==> config.mk <==
export PLATFORM = sky130hd
export DESIGN_NAME = put_ctrl
export DESIGN_NICKNAME = d
export VERILOG_FILES = /design/src/rtl/put_pkg.sv /design/src/rtl/put_ctrl.sv
export SDC_FILE = /design/constraint.sdc
export NUM_CORES = 1
export LEC_CHECK = 0
export ABC_AREA = 0
export BUFFER_PORTS_ARGS = -buffer_cell sky130_fd_sc_hd__buf_2
export CAP_MARGIN = 5
export CORE_AREA = 2 2 64 51
export CTS_BUF_LIST = sky130_fd_sc_hd__clkbuf_16
export DETAILED_ROUTE_END_ITERATION = 8
export DIE_AREA = 0 0 66 53
export GPL_TIMING_DRIVEN = 0
export PLACE_DENSITY_LB_ADDON = 0.1
export SETUP_SLACK_MARGIN = 0.5
export SYNTH_ARGS = -nofsm -noshare
export SYNTH_HDL_FRONTEND = slang
export SYNTH_SLANG_ARGS = --single-unit
==> constraint.sdc <==
create_clock -name clk -period 2.23 [get_ports clk]
set_clock_uncertainty 0.05 [all_clocks]
set_input_delay 0.3345 -clock clk [delete_from_list [all_inputs] [get_ports clk]]
set_output_delay 0.3345 -clock clk [all_outputs]
set_load 0.01 [all_outputs]
==> src/rtl/put_pkg.sv <==
`timescale 1ns / 1ps
`default_nettype none

package put_pkg;

  // Fixed-point format and limits
  localparam int FRAC_BITS     = 8;
  localparam int MAX_INTERVALS = 4;
  localparam int ALPHA_ONE     = 1 << FRAC_BITS;
  localparam int ALPHA_W       = FRAC_BITS + 1;

  // Shared divider geometry: signed numerator, unsigned 16-bit divisor
  localparam int NUM_W    = 37;
  localparam int MAG_W    = NUM_W - 1;
  localparam int DIV_STEP = 4;
  localparam int DIV_ITER = MAG_W / DIV_STEP;
  localparam int ALPHA_PAD = NUM_W - 16 - FRAC_BITS;

  // Configuration register indexes
  localparam logic [2:0] CFG_DT    = 3'd0;
  localparam logic [2:0] CFG_CTL   = 3'd1;
  localparam logic [2:0] CFG_SMIN  = 3'd2;
  localparam logic [2:0] CFG_SMAX  = 3'd3;
  localparam logic [2:0] CFG_ACC   = 3'd4;
  localparam logic [2:0] CFG_EMIT  = 3'd5;
  localparam logic [2:0] CFG_INTV  = 3'd6;
  localparam logic [2:0] CFG_CNT   = 3'd7;

  // Result kinds
  localparam logic [1:0] KIND_UPD   = 2'd0;
  localparam logic [1:0] KIND_CHILD = 2'd1;
  localparam logic [1:0] KIND_EXP   = 2'd2;

  // Scale modes
  localparam logic [1:0] SMODE_UP   = 2'd1;
  localparam logic [1:0] SMODE_DOWN = 2'd2;

  // Move phases
  localparam logic [2:0] MV_NONE = 3'd0;
  localparam logic [2:0] MV_A    = 3'd1;
  localparam logic [2:0] MV_B    = 3'd2;
  localparam logic [2:0] MV_C    = 3'd3;
  localparam logic [2:0] MV_D    = 3'd4;
  localparam logic [2:0] MV_E    = 3'd5;

  // Division operations
  localparam logic [2:0] OP_SCALE  = 3'd0;
  localparam logic [2:0] OP_PALPHA = 3'd1;
  localparam logic [2:0] OP_CX     = 3'd2;
  localparam logic [2:0] OP_CY     = 3'd3;
  localparam logic [2:0] OP_CZ     = 3'd4;
  localparam logic [2:0] OP_CAGE   = 3'd5;
  localparam logic [2:0] OP_CALPHA = 3'd6;

  typedef struct packed {
    logic signed [15:0] pos_x;
    logic signed [15:0] pos_y;
    logic signed [15:0] pos_z;
    logic signed [15:0] vel_x;
    logic signed [15:0] vel_y;
    logic signed [15:0] vel_z;
    logic signed [15:0] scale_in;
    logic [15:0]        age_in;
    logic [15:0]        lifetime;
    logic [15:0]        spawn_timer_in;
    logic               is_parent;
  } in_item_t;

  typedef struct packed {
    logic [1:0]         kind;
    logic signed [15:0] out_pos_x;
    logic signed [15:0] out_pos_y;
    logic signed [15:0] out_pos_z;
    logic signed [15:0] out_vel_x;
    logic signed [15:0] out_vel_y;
    logic signed [15:0] out_vel_z;
    logic signed [15:0] out_scale;
    logic [15:0]        out_age;
    logic [ALPHA_W-1:0] alpha;
    logic [15:0]        out_spawn_timer;
    logic               last;
  } out_item_t;

  typedef struct packed {
    logic       load_in;
    logic [2:0] mv;
    logic       num_load;
    logic [2:0] num_op;
    logic       div_start;
    logic       store;
    logic       tm_step;
    logic       out_load;
    logic [1:0] out_kind;
    logic       out_last;
    logic [3:0] child_i;
  } put_cmd_t;

  typedef struct packed {
    logic       expired;
    logic       trail;
    logic       smode_on;
    logic       tm_ge;
    logic [3:0] cnt_n;
    logic       out_free;
    logic       div_done;
  } put_sts_t;

  // p + floor(prod / 2^FRAC_BITS), saturated to 16 bits
  function automatic logic signed [15:0] step_add(input logic signed [15:0] p,
                                                  input logic signed [32:0] prod);
    logic signed [25:0] s;
    s = $signed({{10{p[15]}}, p}) + $signed({prod[32], prod[32:FRAC_BITS]});
    if (s > 26'sd32767)       step_add = 16'sh7fff;
    else if (s < -26'sd32768) step_add = 16'sh8000;
    else                      step_add = s[15:0];
  endfunction

endpackage

`default_nettype wire

==> src/rtl/put_ctrl.sv <==
`timescale 1ns / 1ps
`default_nettype none

module put_ctrl
  import put_pkg::*;
(
  input  wire logic     clk,
  input  wire logic     rst_n,
  input  wire logic     in_valid,
  output logic          in_stall,
  input  wire put_sts_t sts,
  output put_cmd_t      cmd
);

  localparam logic [3:0] ST_IDLE  = 4'd0;
  localparam logic [3:0] ST_CHECK = 4'd1;
  localparam logic [3:0] ST_EXP   = 4'd2;
  localparam logic [3:0] ST_MVA   = 4'd3;
  localparam logic [3:0] ST_MVB   = 4'd4;
  localparam logic [3:0] ST_MVC   = 4'd5;
  localparam logic [3:0] ST_MVD   = 4'd6;
  localparam logic [3:0] ST_MVE   = 4'd7;
  localparam logic [3:0] ST_NUM   = 4'd8;
  localparam logic [3:0] ST_DIVS  = 4'd9;
  localparam logic [3:0] ST_DIVW  = 4'd10;
  localparam logic [3:0] ST_TM    = 4'd11;
  localparam logic [3:0] ST_EMITP = 4'd12;
  localparam logic [3:0] ST_EMITC = 4'd13;

  logic [3:0] state_r, state_nxt;
  logic [2:0] op_r, op_nxt;
  logic [2:0] m_r, m_nxt;      // intervals fired
  logic [2:0] rep_r, rep_nxt;  // interval being emitted
  logic [3:0] i_r, i_nxt;      // child index within interval

  logic plast;
  logic clast;
  assign plast = (m_r == 3'd0) || (sts.cnt_n == 4'd0);
  assign clast = (rep_r == m_r) && (i_r == sts.cnt_n);

  always_comb begin
    state_nxt = state_r;
    op_nxt    = op_r;
    m_nxt     = m_r;
    rep_nxt   = rep_r;
    i_nxt     = i_r;
    cmd       = '0;
    cmd.mv      = MV_NONE;
    cmd.num_op  = op_r;
    cmd.child_i = i_r;
    case (state_r)
      ST_IDLE: begin
        if (in_valid) begin
          cmd.load_in = 1'b1;
          m_nxt       = '0;
          state_nxt   = ST_CHECK;
        end
      end
      ST_CHECK: state_nxt = sts.expired ? ST_EXP : ST_MVA;
      ST_EXP: begin
        if (sts.out_free) begin
          cmd.out_load = 1'b1;
          cmd.out_kind = KIND_EXP;
          cmd.out_last = 1'b1;
          state_nxt    = ST_IDLE;
        end
      end
      ST_MVA: begin cmd.mv = MV_A; state_nxt = ST_MVB; end
      ST_MVB: begin cmd.mv = MV_B; state_nxt = ST_MVC; end
      ST_MVC: begin cmd.mv = MV_C; state_nxt = ST_MVD; end
      ST_MVD: begin cmd.mv = MV_D; state_nxt = ST_MVE; end
      ST_MVE: begin
        cmd.mv = MV_E;
        if (sts.smode_on) begin
          op_nxt    = OP_SCALE;
          state_nxt = ST_NUM;
        end else begin
          state_nxt = ST_TM;
        end
      end
      ST_NUM: begin
        cmd.num_load = 1'b1;
        state_nxt    = ST_DIVS;
      end
      ST_DIVS: begin
        cmd.div_start = 1'b1;
        state_nxt     = ST_DIVW;
      end
      ST_DIVW: begin
        if (sts.div_done) begin
          cmd.store = 1'b1;
          state_nxt = ST_NUM;
          case (op_r)
            OP_SCALE:  state_nxt = ST_TM;
            OP_PALPHA: state_nxt = ST_EMITP;
            OP_CX:     op_nxt = OP_CY;
            OP_CY:     op_nxt = OP_CZ;
            OP_CZ:     op_nxt = OP_CAGE;
            OP_CAGE:   op_nxt = OP_CALPHA;
            default:   state_nxt = ST_EMITC;
          endcase
        end
      end
      // Drain the spawn timer one interval per cycle
      ST_TM: begin
        if (sts.trail && (m_r < 3'(MAX_INTERVALS)) && sts.tm_ge) begin
          cmd.tm_step = 1'b1;
          m_nxt       = m_r + 3'd1;
        end else begin
          op_nxt    = OP_PALPHA;
          state_nxt = ST_NUM;
        end
      end
      ST_EMITP: begin
        if (sts.out_free) begin
          cmd.out_load = 1'b1;
          cmd.out_kind = KIND_UPD;
          cmd.out_last = plast;
          if (plast) begin
            state_nxt = ST_IDLE;
          end else begin
            rep_nxt   = 3'd1;
            i_nxt     = 4'd1;
            op_nxt    = OP_CX;
            state_nxt = ST_NUM;
          end
        end
      end
      ST_EMITC: begin
        if (sts.out_free) begin
          cmd.out_load = 1'b1;
          cmd.out_kind = KIND_CHILD;
          cmd.out_last = clast;
          if (clast) begin
            state_nxt = ST_IDLE;
          end else begin
            if (i_r == sts.cnt_n) begin
              i_nxt   = 4'd1;
              rep_nxt = rep_r + 3'd1;
            end else begin
              i_nxt = i_r + 4'd1;
            end
            op_nxt    = OP_CX;
            state_nxt = ST_NUM;
          end
        end
      end
      default: state_nxt = ST_IDLE;
    endcase
  end

  always_ff @(posedge clk) begin
    if (!rst_n) begin
      state_r <= ST_IDLE;
      op_r    <= OP_SCALE;
      m_r     <= '0;
      rep_r   <= '0;
      i_r     <= '0;
    end else begin
      state_r <= state_nxt;
      op_r    <= op_nxt;
      m_r     <= m_nxt;
      rep_r   <= rep_nxt;
      i_r     <= i_nxt;
    end
  end

  assign in_stall = (state_r != ST_IDLE);

endmodule

`default_nettype wire

==> results of run 1 <==
==> repair_timing <==
item / 4_1_cts / 5_1_grt
setup buffers: 11 / 16
endpoints found under the setup margin: 18 / 16
gates resized for setup: 46 / 24
pin swaps: 11 / 14
==> cell usage after synthesis (3+ instances only) <==
| cell | number | area, um2 |
|---|---|---|
| a21oi_1 | 8 | 40.0 |
| inv_1 | 8 | 30.0 |
| nand4_1 | 4 | 25.0 |
| dfxtp_1 | 17 | 340 |
| nand2_1 | 18 | 67.6 |
| nor2b_1 | 5 | 31.3 |
| ha_1 | 4 | 50.1 |
| a311oi_1 | 3 | 26.3 |
| buf_2 | 6 | 30.0 |
| mux2i_1 | 3 | 30.0 |
| nor3_1 | 4 | 20.0 |
| xnor2_1 | 9 | 78.8 |
| nor2_1 | 15 | 56.3 |
| nand3_1 | 8 | 40.0 |
| and3_1 | 3 | 18.8 |
| o21ai_0 | 5 | 25.0 |
| nand2b_1 | 7 | 43.8 |
| o22ai_1 | 3 | 18.8 |
==> state kept, by name, summed over array words and instances, names as in the netlist <==
register	flops
i_r	4
m_r	3
op_r	3
rep_r	3
state_r	4
==> cell families after synthesis <==
family          after synthesis  share of synthesized area [%]
simple gates                 81                           32.8
xor+xnor                      9                           5.79
mux                           3                           2.21
buf+inv                      17                           5.52
flops                        17                           25.0
fa+ha+maj                     4                           3.68
compound gates               45                           25.0
==> power groups by stage <==
stage / clock [mW] / sequential, mW / combinational, mW
finish: 0.360 / 0.309 / 0.222
floorplan: 0 / 0.318 / 0.0917
detailed placement: 0 / 0.319 / 0.138
global placement: 0 / 0.318 / 0.139
CTS: 0.363 / 0.309 / 0.172
global route: 0.377 / 0.309 / 0.232
==> worst min-delay path: cells and delay by family <==
family        cells  cell delay, ps
simple gates      3             260
buf+inv           1             100
==> per-stage QoR <==
stage	hold slack (ps)	power [mW]	instance area, um2
floorplan	418	0.409	1370
global route	465	0.918	2110
finish	437	0.891	2110
CTS	444	0.844	1880
global placement	440	0.458	1570
detailed placement	450	0.457	1570
==> cell usage in the layout, fill, tap and decap left out, types with 3 or more instances in the layout <==
master,netlist,routed
xnor2_1,9,4
o21ai_0,5,5
a311oi_1,3,3
buf_2,6,29
xnor2_2,0,5
buf_6,0,7
nand2_1,18,17
nor3_1,4,3
nor2b_4,0,3
buf_4,1,27
nand4_1,4,4
inv_1,8,7
ha_1,4,4
dfxtp_2,0,6
mux2i_1,3,3
a21boi_2,0,3
clkbuf_16,0,3
nor2_1,15,13
nand3_1,8,6
a21oi_1,8,7
nand2b_1,7,6
and3_1,3,3
dfxtp_1,17,6
nor2_4,0,3
dfxtp_4,0,5
o22ai_1,3,3
==> per-layer routing <==
metal	track usage, %	routed length [um]	vias up
met5	0	0	-
met4	6.80	116	0
met3	7.02	476	17
met2	44.8	2360	97
met1	31.8	1970	769
li1	-	-	782
==> path summary, 6_finish.rpt <==
| path | from | endpoint | slack, ps |
|---|---|---|---|
| worst min register to register | i_r[3]$_SDFFE_PN0P_ | i_r[3]$_SDFFE_PN0P_ | 450 |
| worst max register to register | state_r[2]$_SDFFE_PN0P_ | op_r[0]$_SDFFE_PN0P_ | 400 |
| worst min-delay path | in_valid | m_r[0]$_SDFFE_PN0P_ | 440 |
| worst max-delay path | state_r[3]$_SDFFE_PN0P_ | cmd[4] | 330 |
==> cell type report <==
class / instances / area share (%)
multi-input cells: 142 / 52.9
repair buffers: 58 / 17.9
flip-flops and latches: 17 / 17.4
plain buffers: 9 / 4.32
clock buffers: 3 / 3.55
well taps: 38 / 2.25
inverters: 8 / 1.54
clock inverters: 1 / 0.178
==> flow_metrics.env, run 1 <==
export IMPL_maxCapViolations=0
export IMPL_p_leak_nw=0.949
export IMPL_clkPwrFrac_pct=40.4
export IMPL_worstPathArrival_ps=1520
export IMPL_numPlacedInstances=245
export IMPL_worstRegToRegCells=6
export IMPL_path_buf_inv=3
export IMPL_cp_required_ps=1850
export IMPL_hold_class="input port to flip-flop"
export IMPL_clock_sinks=17
export IMPL_ys_types=54
export IMPL_ys_ff_latch=17
export IMPL_comb_power_share_pct=24.9
export IMPL_avgSynthCellArea_um2=7.73
export IMPL_io_pins=33
export IMPL_cts_tree="built"
export IMPL_synth_seq_area_share_pct=25.0
export IMPL_critPathKind="flip-flop to output port"
export IMPL_fill_cells=214
export IMPL_syn_num_nets=193
export IMPL_clk_latency_ps=250
export IMPL_syn_inst=176
export IMPL_start_util_pct=47.8
export IMPL_drv_slew=0
export IMPL_die_h_um=53
export IMPL_vdd_drop_max_uv=322
export IMPL_syn_to_final_growth_pct=55.1
export IMPL_cp_common_cell="a21boi_2"
export IMPL_drt_initial_drc_count=196
export IMPL_p_per_area_mw_per_mm2=422
export IMPL_via_per_inst=6.03
export IMPL_die_area_mm2=0.00350
export IMPL_finalNetCount=256
export IMPL_cts_inserted_buffers=3
export IMPL_status="completed"
export IMPL_seqCellArea_um2=367
export IMPL_antenna_found_initial=0
export IMPL_die_w_um=66
export IMPL_track_usage_pct=25.8
export IMPL_drc=0
export IMPL_place_hpwl_um=2950
export IMPL_finalSetupTns_ps=0
export IMPL_cpMaxStageDelayCell="dfxtp_2"
export IMPL_first_global_vias=1478
export IMPL_cp_max_fo=8
export IMPL_synth_edf_count=0
export IMPL_cp_cell_sequence="buf_6 -> buf_12 -> nor2_4 -> nand2_2 -> a21boi_2 -> a21boi_2 -> buf_2"
export IMPL_worst_pin_slew_ps=487
export IMPL_antenna_cells=0
export IMPL_cts_path_max_buffers=2
export IMPL_grt_max_degree=11
export IMPL_relSlewSlack_pct=67.5
export IMPL_p_int_mw=0.640
export IMPL_vias=1665
export IMPL_clkTransAtPathRegs_ps=50
export IMPL_final_util_pct=74.1
export IMPL_crit_cells=7
export IMPL_cpPeakStageDelay_ps=320
export IMPL_period_needed_ps=1900
export IMPL_synthFlopType="dfxtp_1"
export IMPL_synth_warnings=0
export IMPL_cts_root_buf="clkbuf_16"
export IMPL_swShare_pct=28.2
export IMPL_wl_per_cell_um=17.8
export IMPL_min_period_over_period_pct=85.3
export IMPL_finalHoldViolations=0
export IMPL_coreArea_mm2=0.00285
export IMPL_synth_area_mm2=0.00136
export IMPL_rsz0062_at_grt="true"
export IMPL_cts_htree_levels=1
export IMPL_setup_violations=0
export IMPL_drive_gt1_share_pct=47.5
export IMPL_startpoint_type="flip-flop"
export IMPL_place_congestion=0.955
export IMPL_hold_path_depth=4
export IMPL_final_antenna_net_count=0
export IMPL_critPathTopFamily="buffers and inverters"
export IMPL_wirelength_um=4920
export IMPL_p_seq_share_pct=34.6
export IMPL_drtPass1Iterations=4
export IMPL_max_freq_mhz=526
export IMPL_synthArstFlopShare_pct=0
export IMPL_grt_overflow=0
export IMPL_instances_no_fill=276
export IMPL_numPortBuffers=31
export IMPL_pre_cts_slack_ps=247
export IMPL_hold_buffers=0
export IMPL_multi_input_area_mm2=0.00112
export IMPL_grt_pass1_wl_um=6840
export IMPL_crit_path_end_kind="output port"
export IMPL_rows=17
export IMPL_worst_slack_ps=328
export IMPL_p_switching_mw=0.251
Power figures use the tool's default switching activity.
==> inputs of run 2 (changes only) <==
--- a/config.mk
+++ b/config.mk
@@ -14,7 +14,7 @@
 export DIE_AREA = 0 0 66 53
 export GPL_TIMING_DRIVEN = 0
 export PLACE_DENSITY_LB_ADDON = 0.1
-export SETUP_SLACK_MARGIN = 0.5
+export SETUP_SLACK_MARGIN = 0.3
 export SYNTH_ARGS = -nofsm -noshare
 export SYNTH_HDL_FRONTEND = slang
 export SYNTH_SLANG_ARGS = --single-unit
==> flow_metrics.env, run 2 (synthesis gave the netlist of run 1 again) <==
export IMPL_die_h_um=53
export IMPL_grt_max_degree=11
export IMPL_cpMaxStageDelayCell="dfxtp_1"
export IMPL_start_util_pct=47.8
export IMPL_rows=17
export IMPL_cts_tree="built"
export IMPL_final_common_cell="buf_2"
export IMPL_worstPathArrival_ps=1530
export IMPL_maxCapViolations=0
export IMPL_vdd_drop_max_uv=358
export IMPL_finalSetupTns_ps=0
export IMPL_min_period_over_period_pct=86.0
export IMPL_multi_input_area_mm2=0.00100
export IMPL_p_int_mw=0.614
export IMPL_first_global_vias=1377
export IMPL_status="completed"
export IMPL_critPathKind="flip-flop to output port"
export IMPL_worst_pin_slew_ps=506
export IMPL_clkPwrFrac_pct=42.6
export IMPL_crit_path_end_kind="output port"
export IMPL_fill_cells=260
export IMPL_cts_path_max_buffers=2
export IMPL_place_hpwl_um=2920
export IMPL_p_seq_share_pct=37.1
export IMPL_rsz0062_at_grt="true"
export IMPL_grt_overflow=0
export IMPL_p_leak_nw=0.800
export IMPL_cts_htree_levels=1
export IMPL_clk_latency_ps=250
export IMPL_wl_per_cell_um=15.8
export IMPL_cpPeakStageDelay_ps=380
export IMPL_wirelength_um=4090
export IMPL_p_per_area_mw_per_mm2=462
export IMPL_p_switching_mw=0.226
export IMPL_hold_buffers=0
export IMPL_coreArea_mm2=0.00285
export IMPL_via_per_inst=6.00
export IMPL_drc=0
export IMPL_hold_class="input port to flip-flop"
export IMPL_clkTransAtPathRegs_ps=50
export IMPL_cp_common_cell="a21boi_2"
export IMPL_place_congestion=0.939
export IMPL_syn_to_final_growth_pct=33.5
export IMPL_io_pins=33
export IMPL_numPortBuffers=31
export IMPL_drive_gt1_share_pct=34.4
export IMPL_most_common_layout_cells="32 x buf_2, 17 x nand2_1, 13 x nor2_1"
export IMPL_comb_power_share_pct=20.3
export IMPL_swShare_pct=26.9
export IMPL_drt_initial_drc_count=84
export IMPL_cp_required_ps=1850
export IMPL_relSlewSlack_pct=66.1
export IMPL_drtPass1Iterations=4
export IMPL_finalHoldViolations=0
export IMPL_cts_inserted_buffers=3
export IMPL_drv_slew=0
export IMPL_die_w_um=66
export IMPL_cp_max_fo=10
export IMPL_period_needed_ps=1920
export IMPL_finalNetCount=239
export IMPL_max_freq_mhz=521
export IMPL_vias=1554
export IMPL_final_util_pct=63.8
export IMPL_grt_pass1_wl_um=6460
export IMPL_clock_sinks=17
export IMPL_startpoint_type="flip-flop"
export IMPL_antenna_cells=0
export IMPL_final_antenna_net_count=0
export IMPL_antenna_found_initial=0
export IMPL_track_usage_pct=24.2
export IMPL_seqCellArea_um2=353
export IMPL_top_regs="i_r x4, state_r x4"
export IMPL_setup_violations=0
export IMPL_die_area_mm2=0.00350
export IMPL_cp_cell_sequence="buf_4 -> inv_2 -> nand3_1 -> a21boi_2 -> a21boi_2 -> buf_2"
export IMPL_cts_root_buf="clkbuf_16"
[run 2: area by class of cell]
type / count / share of cell area, %
Sequential cell: 17 / 19.4
Clock buffer: 3 / 4.13
Timing Repair Buffer: 41 / 12.5
Tap cell: 38 / 2.62
Clock inverter: 1 / 0.206
Multi-Input combinational cell: 142 / 55.1
Inverter: 8 / 1.65
Buffer: 9 / 4.34
[run 2: worst paths after layout]
kind	from	to	slack [ps]	cells after the start
min reg2reg	rep_r[1]$_SDFFE_PN0P_	rep_r[1]$_SDFFE_PN0P_	440	2
min	in_valid	m_r[0]$_SDFFE_PN0P_	420	4
max reg2reg	state_r[1]$_SDFFE_PN0P_	op_r[0]$_SDFFE_PN0P_	370	5
max	state_r[1]$_SDFFE_PN0P_	cmd[4]	310	6
[run 2: worst max-delay path: cells and delay by family (launching register included)]
kind                   cells  cell delay, ps
AO/OA/AOI/OAI              2             310
AND/OR/NAND/NOR            1             140
flip-flops                 1             380
buffers and inverters      3             450
[run 2: repair_timing]
action | 4_1_cts | 5_1_grt
gates resized for setup | 13 | 25
pin swaps | 2 | 4
cloned | 0 | 1
setup endpoints to repair | 3 | 6
buffers inserted | 3 | 6
[run 2: metal layers]
layer / track usage [%] / share of wire (%) / up-vias
met5: 0 / 0 / -
met3: 5.11 / 8.2 / 4
met4: 4.42 / 0.66 / 0
met1: 33.4 / 45 / 736
met2: 39.2 / 46 / 69
li1: - / - / 745
[run 2: power groups by stage]
stage	combinational, mW	clock (mW)	sequential, mW
6_report	0.171	0.357	0.312
5_1_grt	0.184	0.378	0.312
4_1_cts	0.148	0.363	0.313
3_5_place_dp	0.138	0	0.319
3_3_place_gp	0.138	0	0.319
2_1_floorplan	0.0907	0	0.318
[run 2: stage by stage]
step / setup slack [ps] / hold slack [ps] / cells / power, mW / instance area [um2]
after floorplan: 339 / 418 / 176 / 0.408 / 1360
after global placement: 259 / 441 / 245 / 0.457 / 1560
after global routing: 233 / 455 / 259 / 0.873 / 1820
after CTS: 239 / 433 / 252 / 0.824 / 1700
after detailed placement: 206 / 444 / 245 / 0.457 / 1560
final: 312 / 418 / 259 / 0.840 / 1820
==> inputs of run 3 (changes only) <==
--- a/config.mk
+++ b/config.mk
@@ -6,7 +6,7 @@
 export NUM_CORES = 1
 export LEC_CHECK = 0
 export ABC_AREA = 0
-export BUFFER_PORTS_ARGS = -buffer_cell sky130_fd_sc_hd__buf_2
+export BUFFER_PORTS_ARGS = -buffer_cell sky130_fd_sc_hd__buf_4
 export CAP_MARGIN = 5
 export CORE_AREA = 2 2 64 51
 export CTS_BUF_LIST = sky130_fd_sc_hd__clkbuf_16
@@ -14,6 +14,7 @@
 export DIE_AREA = 0 0 66 53
 export GPL_TIMING_DRIVEN = 0
 export PLACE_DENSITY_LB_ADDON = 0.1
+export RECOVER_POWER = 100
 export SETUP_SLACK_MARGIN = 0.3
 export SYNTH_ARGS = -nofsm -noshare
 export SYNTH_HDL_FRONTEND = slang
==> constraint.sdc (replaced) <==
create_clock -name clk -period 2 [get_ports clk]
set_clock_uncertainty 0.05 [all_clocks]
set_input_delay 0.3 -clock clk [delete_from_list [all_inputs] [get_ports clk]]
set_output_delay 0.3 -clock clk [all_outputs]
set_load 0.01 [all_outputs]
==> flow_metrics.env, run 3 (synthesis gave the netlist of run 1 again) <==
export IMPL_status="completed"
export IMPL_finalSetupTns_ps=0
export IMPL_final_antenna_net_count=0
export IMPL_finalHoldViolations=0
export IMPL_grt_overflow=0
export IMPL_clock_sinks=17
export IMPL_vias=1708
export IMPL_cts_path_max_buffers=2
export IMPL_coreArea_mm2=0.00285
export IMPL_die_h_um=53
export IMPL_final_common_cell="buf_4"
export IMPL_whs_ps=362
export IMPL_antenna_found_initial=0
export IMPL_drc=0
export IMPL_start_util_pct=47.8
export IMPL_worstPathArrival_ps=2010
export IMPL_cts_inserted_buffers=3
export IMPL_pre_cts_slack_ps=79.8
export IMPL_met3_usage_pct=5.11
export IMPL_hold_path_depth=3
export IMPL_p_per_area_mw_per_mm2=479
export IMPL_instances_no_fill=273
export IMPL_relSlewSlack_pct=64.3
export IMPL_startpoint_type="flip-flop"
export IMPL_numPortBuffers=31
export IMPL_hold_class="input port to flip-flop"
export IMPL_syn_to_final_growth_pct=53.7
export IMPL_drtPass1Iterations=4
export IMPL_min_period_over_period_pct=95.1
export IMPL_io_pins=33
export IMPL_rsz0062_at_grt="true"
export IMPL_place_congestion=0.991
export IMPL_vdd_drop_max_uv=480
export IMPL_grt_use_met2_pct=48.8
export IMPL_worst_pin_slew_ps=536
export IMPL_maxCapViolations=0
export IMPL_worst_slack_ps=98.0
export IMPL_place_hpwl_um=3120
export IMPL_via_per_inst=6.26
export IMPL_clk_latency_ps=250
export IMPL_cts_tree="built"
export IMPL_drv_slew=0
export IMPL_critPathKind="flip-flop to flip-flop"
export IMPL_busiest_layer="met2"
export IMPL_rows=17
export IMPL_drive_gt1_share_pct=42.1
export IMPL_max_freq_mhz=526
export IMPL_cp_required_ps=2110
export IMPL_grt_pass1_wl_um=7290
export IMPL_setup_violations=0
export IMPL_grtUsageMet1_pct=34.6
export IMPL_finalNetCount=253
export IMPL_cp_max_fo=6
export IMPL_wirelength_um=5160
export IMPL_first_global_vias=1586
export IMPL_wl_per_cell_um=18.9
export IMPL_grt_max_degree=11
export IMPL_drt_initial_drc_count=165
export IMPL_cts_htree_levels=1
export IMPL_antenna_cells=0
export IMPL_clkTransAtPathRegs_ps=50
export IMPL_p_leak_nw=0.871
export IMPL_period_needed_ps=1900
export IMPL_die_area_mm2=0.00350
export IMPL_worstRegToRegCells=8
export IMPL_track_usage_pct=27.8
export IMPL_numPlacedInstances=245
export IMPL_top_regs="i_r x4, state_r x4"
export IMPL_cts_root_buf="clkbuf_16"
export IMPL_crit_path_end_kind="flip-flop"
export IMPL_most_common_layout_cells="40 x buf_4, 17 x nand2_1, 13 x nor2_1"
export IMPL_die_w_um=66
## run 3: cell count changes in the layout (fill, tap and decap cells not counted), moves of 3 or more
cell,previous run,this run
a21oi_2,0,3
buf_4,11,40
buf_6,5,9
a21oi_1,8,5
clkbuf_1,2,12
buf_2,32,0
dfxtp_2,4,7
## run 3: power by group
group	total, mW	internal, mW	leakage, nW	switching (mW)
combinational	0.248	0.112	0.687	0.136
clock	0.405	0.266	0.0423	0.139
sequential	0.349	0.343	0.142	0.00588
total	1.00	0.721	0.871	0.281
## run 3: layout make-up
class | instances | area [um2]
multi-input cells | 142 | 1110
clock buffers | 3 | 75.1
fillers | 224 | 758
clock inverters | 1 | 3.75
flip-flops and latches | 17 | 353
inverters | 8 | 30.0
well taps | 38 | 47.5
plain buffers | 9 | 82.6
repair buffers | 55 | 389
## run 3: worst paths after layout
check        slack, ps                      end                     from
min reg2reg        480      i_r[1]$_SDFFE_PN0P_      i_r[1]$_SDFFE_PN0P_
max                100    rep_r[0]$_SDFFE_PN0P_  state_r[0]$_SDFFE_PN0P_
max reg2reg        100    rep_r[0]$_SDFFE_PN0P_  state_r[0]$_SDFFE_PN0P_
min                360  state_r[2]$_SDFFE_PN0P_                   sts[1]
## run 3: metal layers
metal  vias to the layer above  share of wire, %
met5                         -                 0
li1                        771                 -
met1                       826                42
met3                        20               7.0
met2                        91                48
met4                         0               3.1
## run 3: repair_timing
item                                    4_1_cts  5_1_grt
resized for setup                            44       35
hold endpoints to repair                      0        0
setup buffers                                14       10
endpoints found under the setup margin       21       20
hold buffers                                  0        0
pin swaps                                    10       15
## run 3: worst max-delay path, cell delays in order (launching register included)
cell and delay (ps):
dfxtp_1 340, buf_6 120, and4b_2 250, nand4_1 90, o21a_2 230, buf_4 130
clkbuf_2 150, a21boi_4 170, a311oi_2 280
## run 3: through the flow
step	instance area (um2)	power (mW)	utilization [%]
after CTS	1980	0.960	69.4
after global placement	1650	0.522	57.9
final	2090	1.00	73.4
after detailed placement	1650	0.522	57.9
after global routing	2090	1.03	73.4
after floorplan	1370	0.456	-
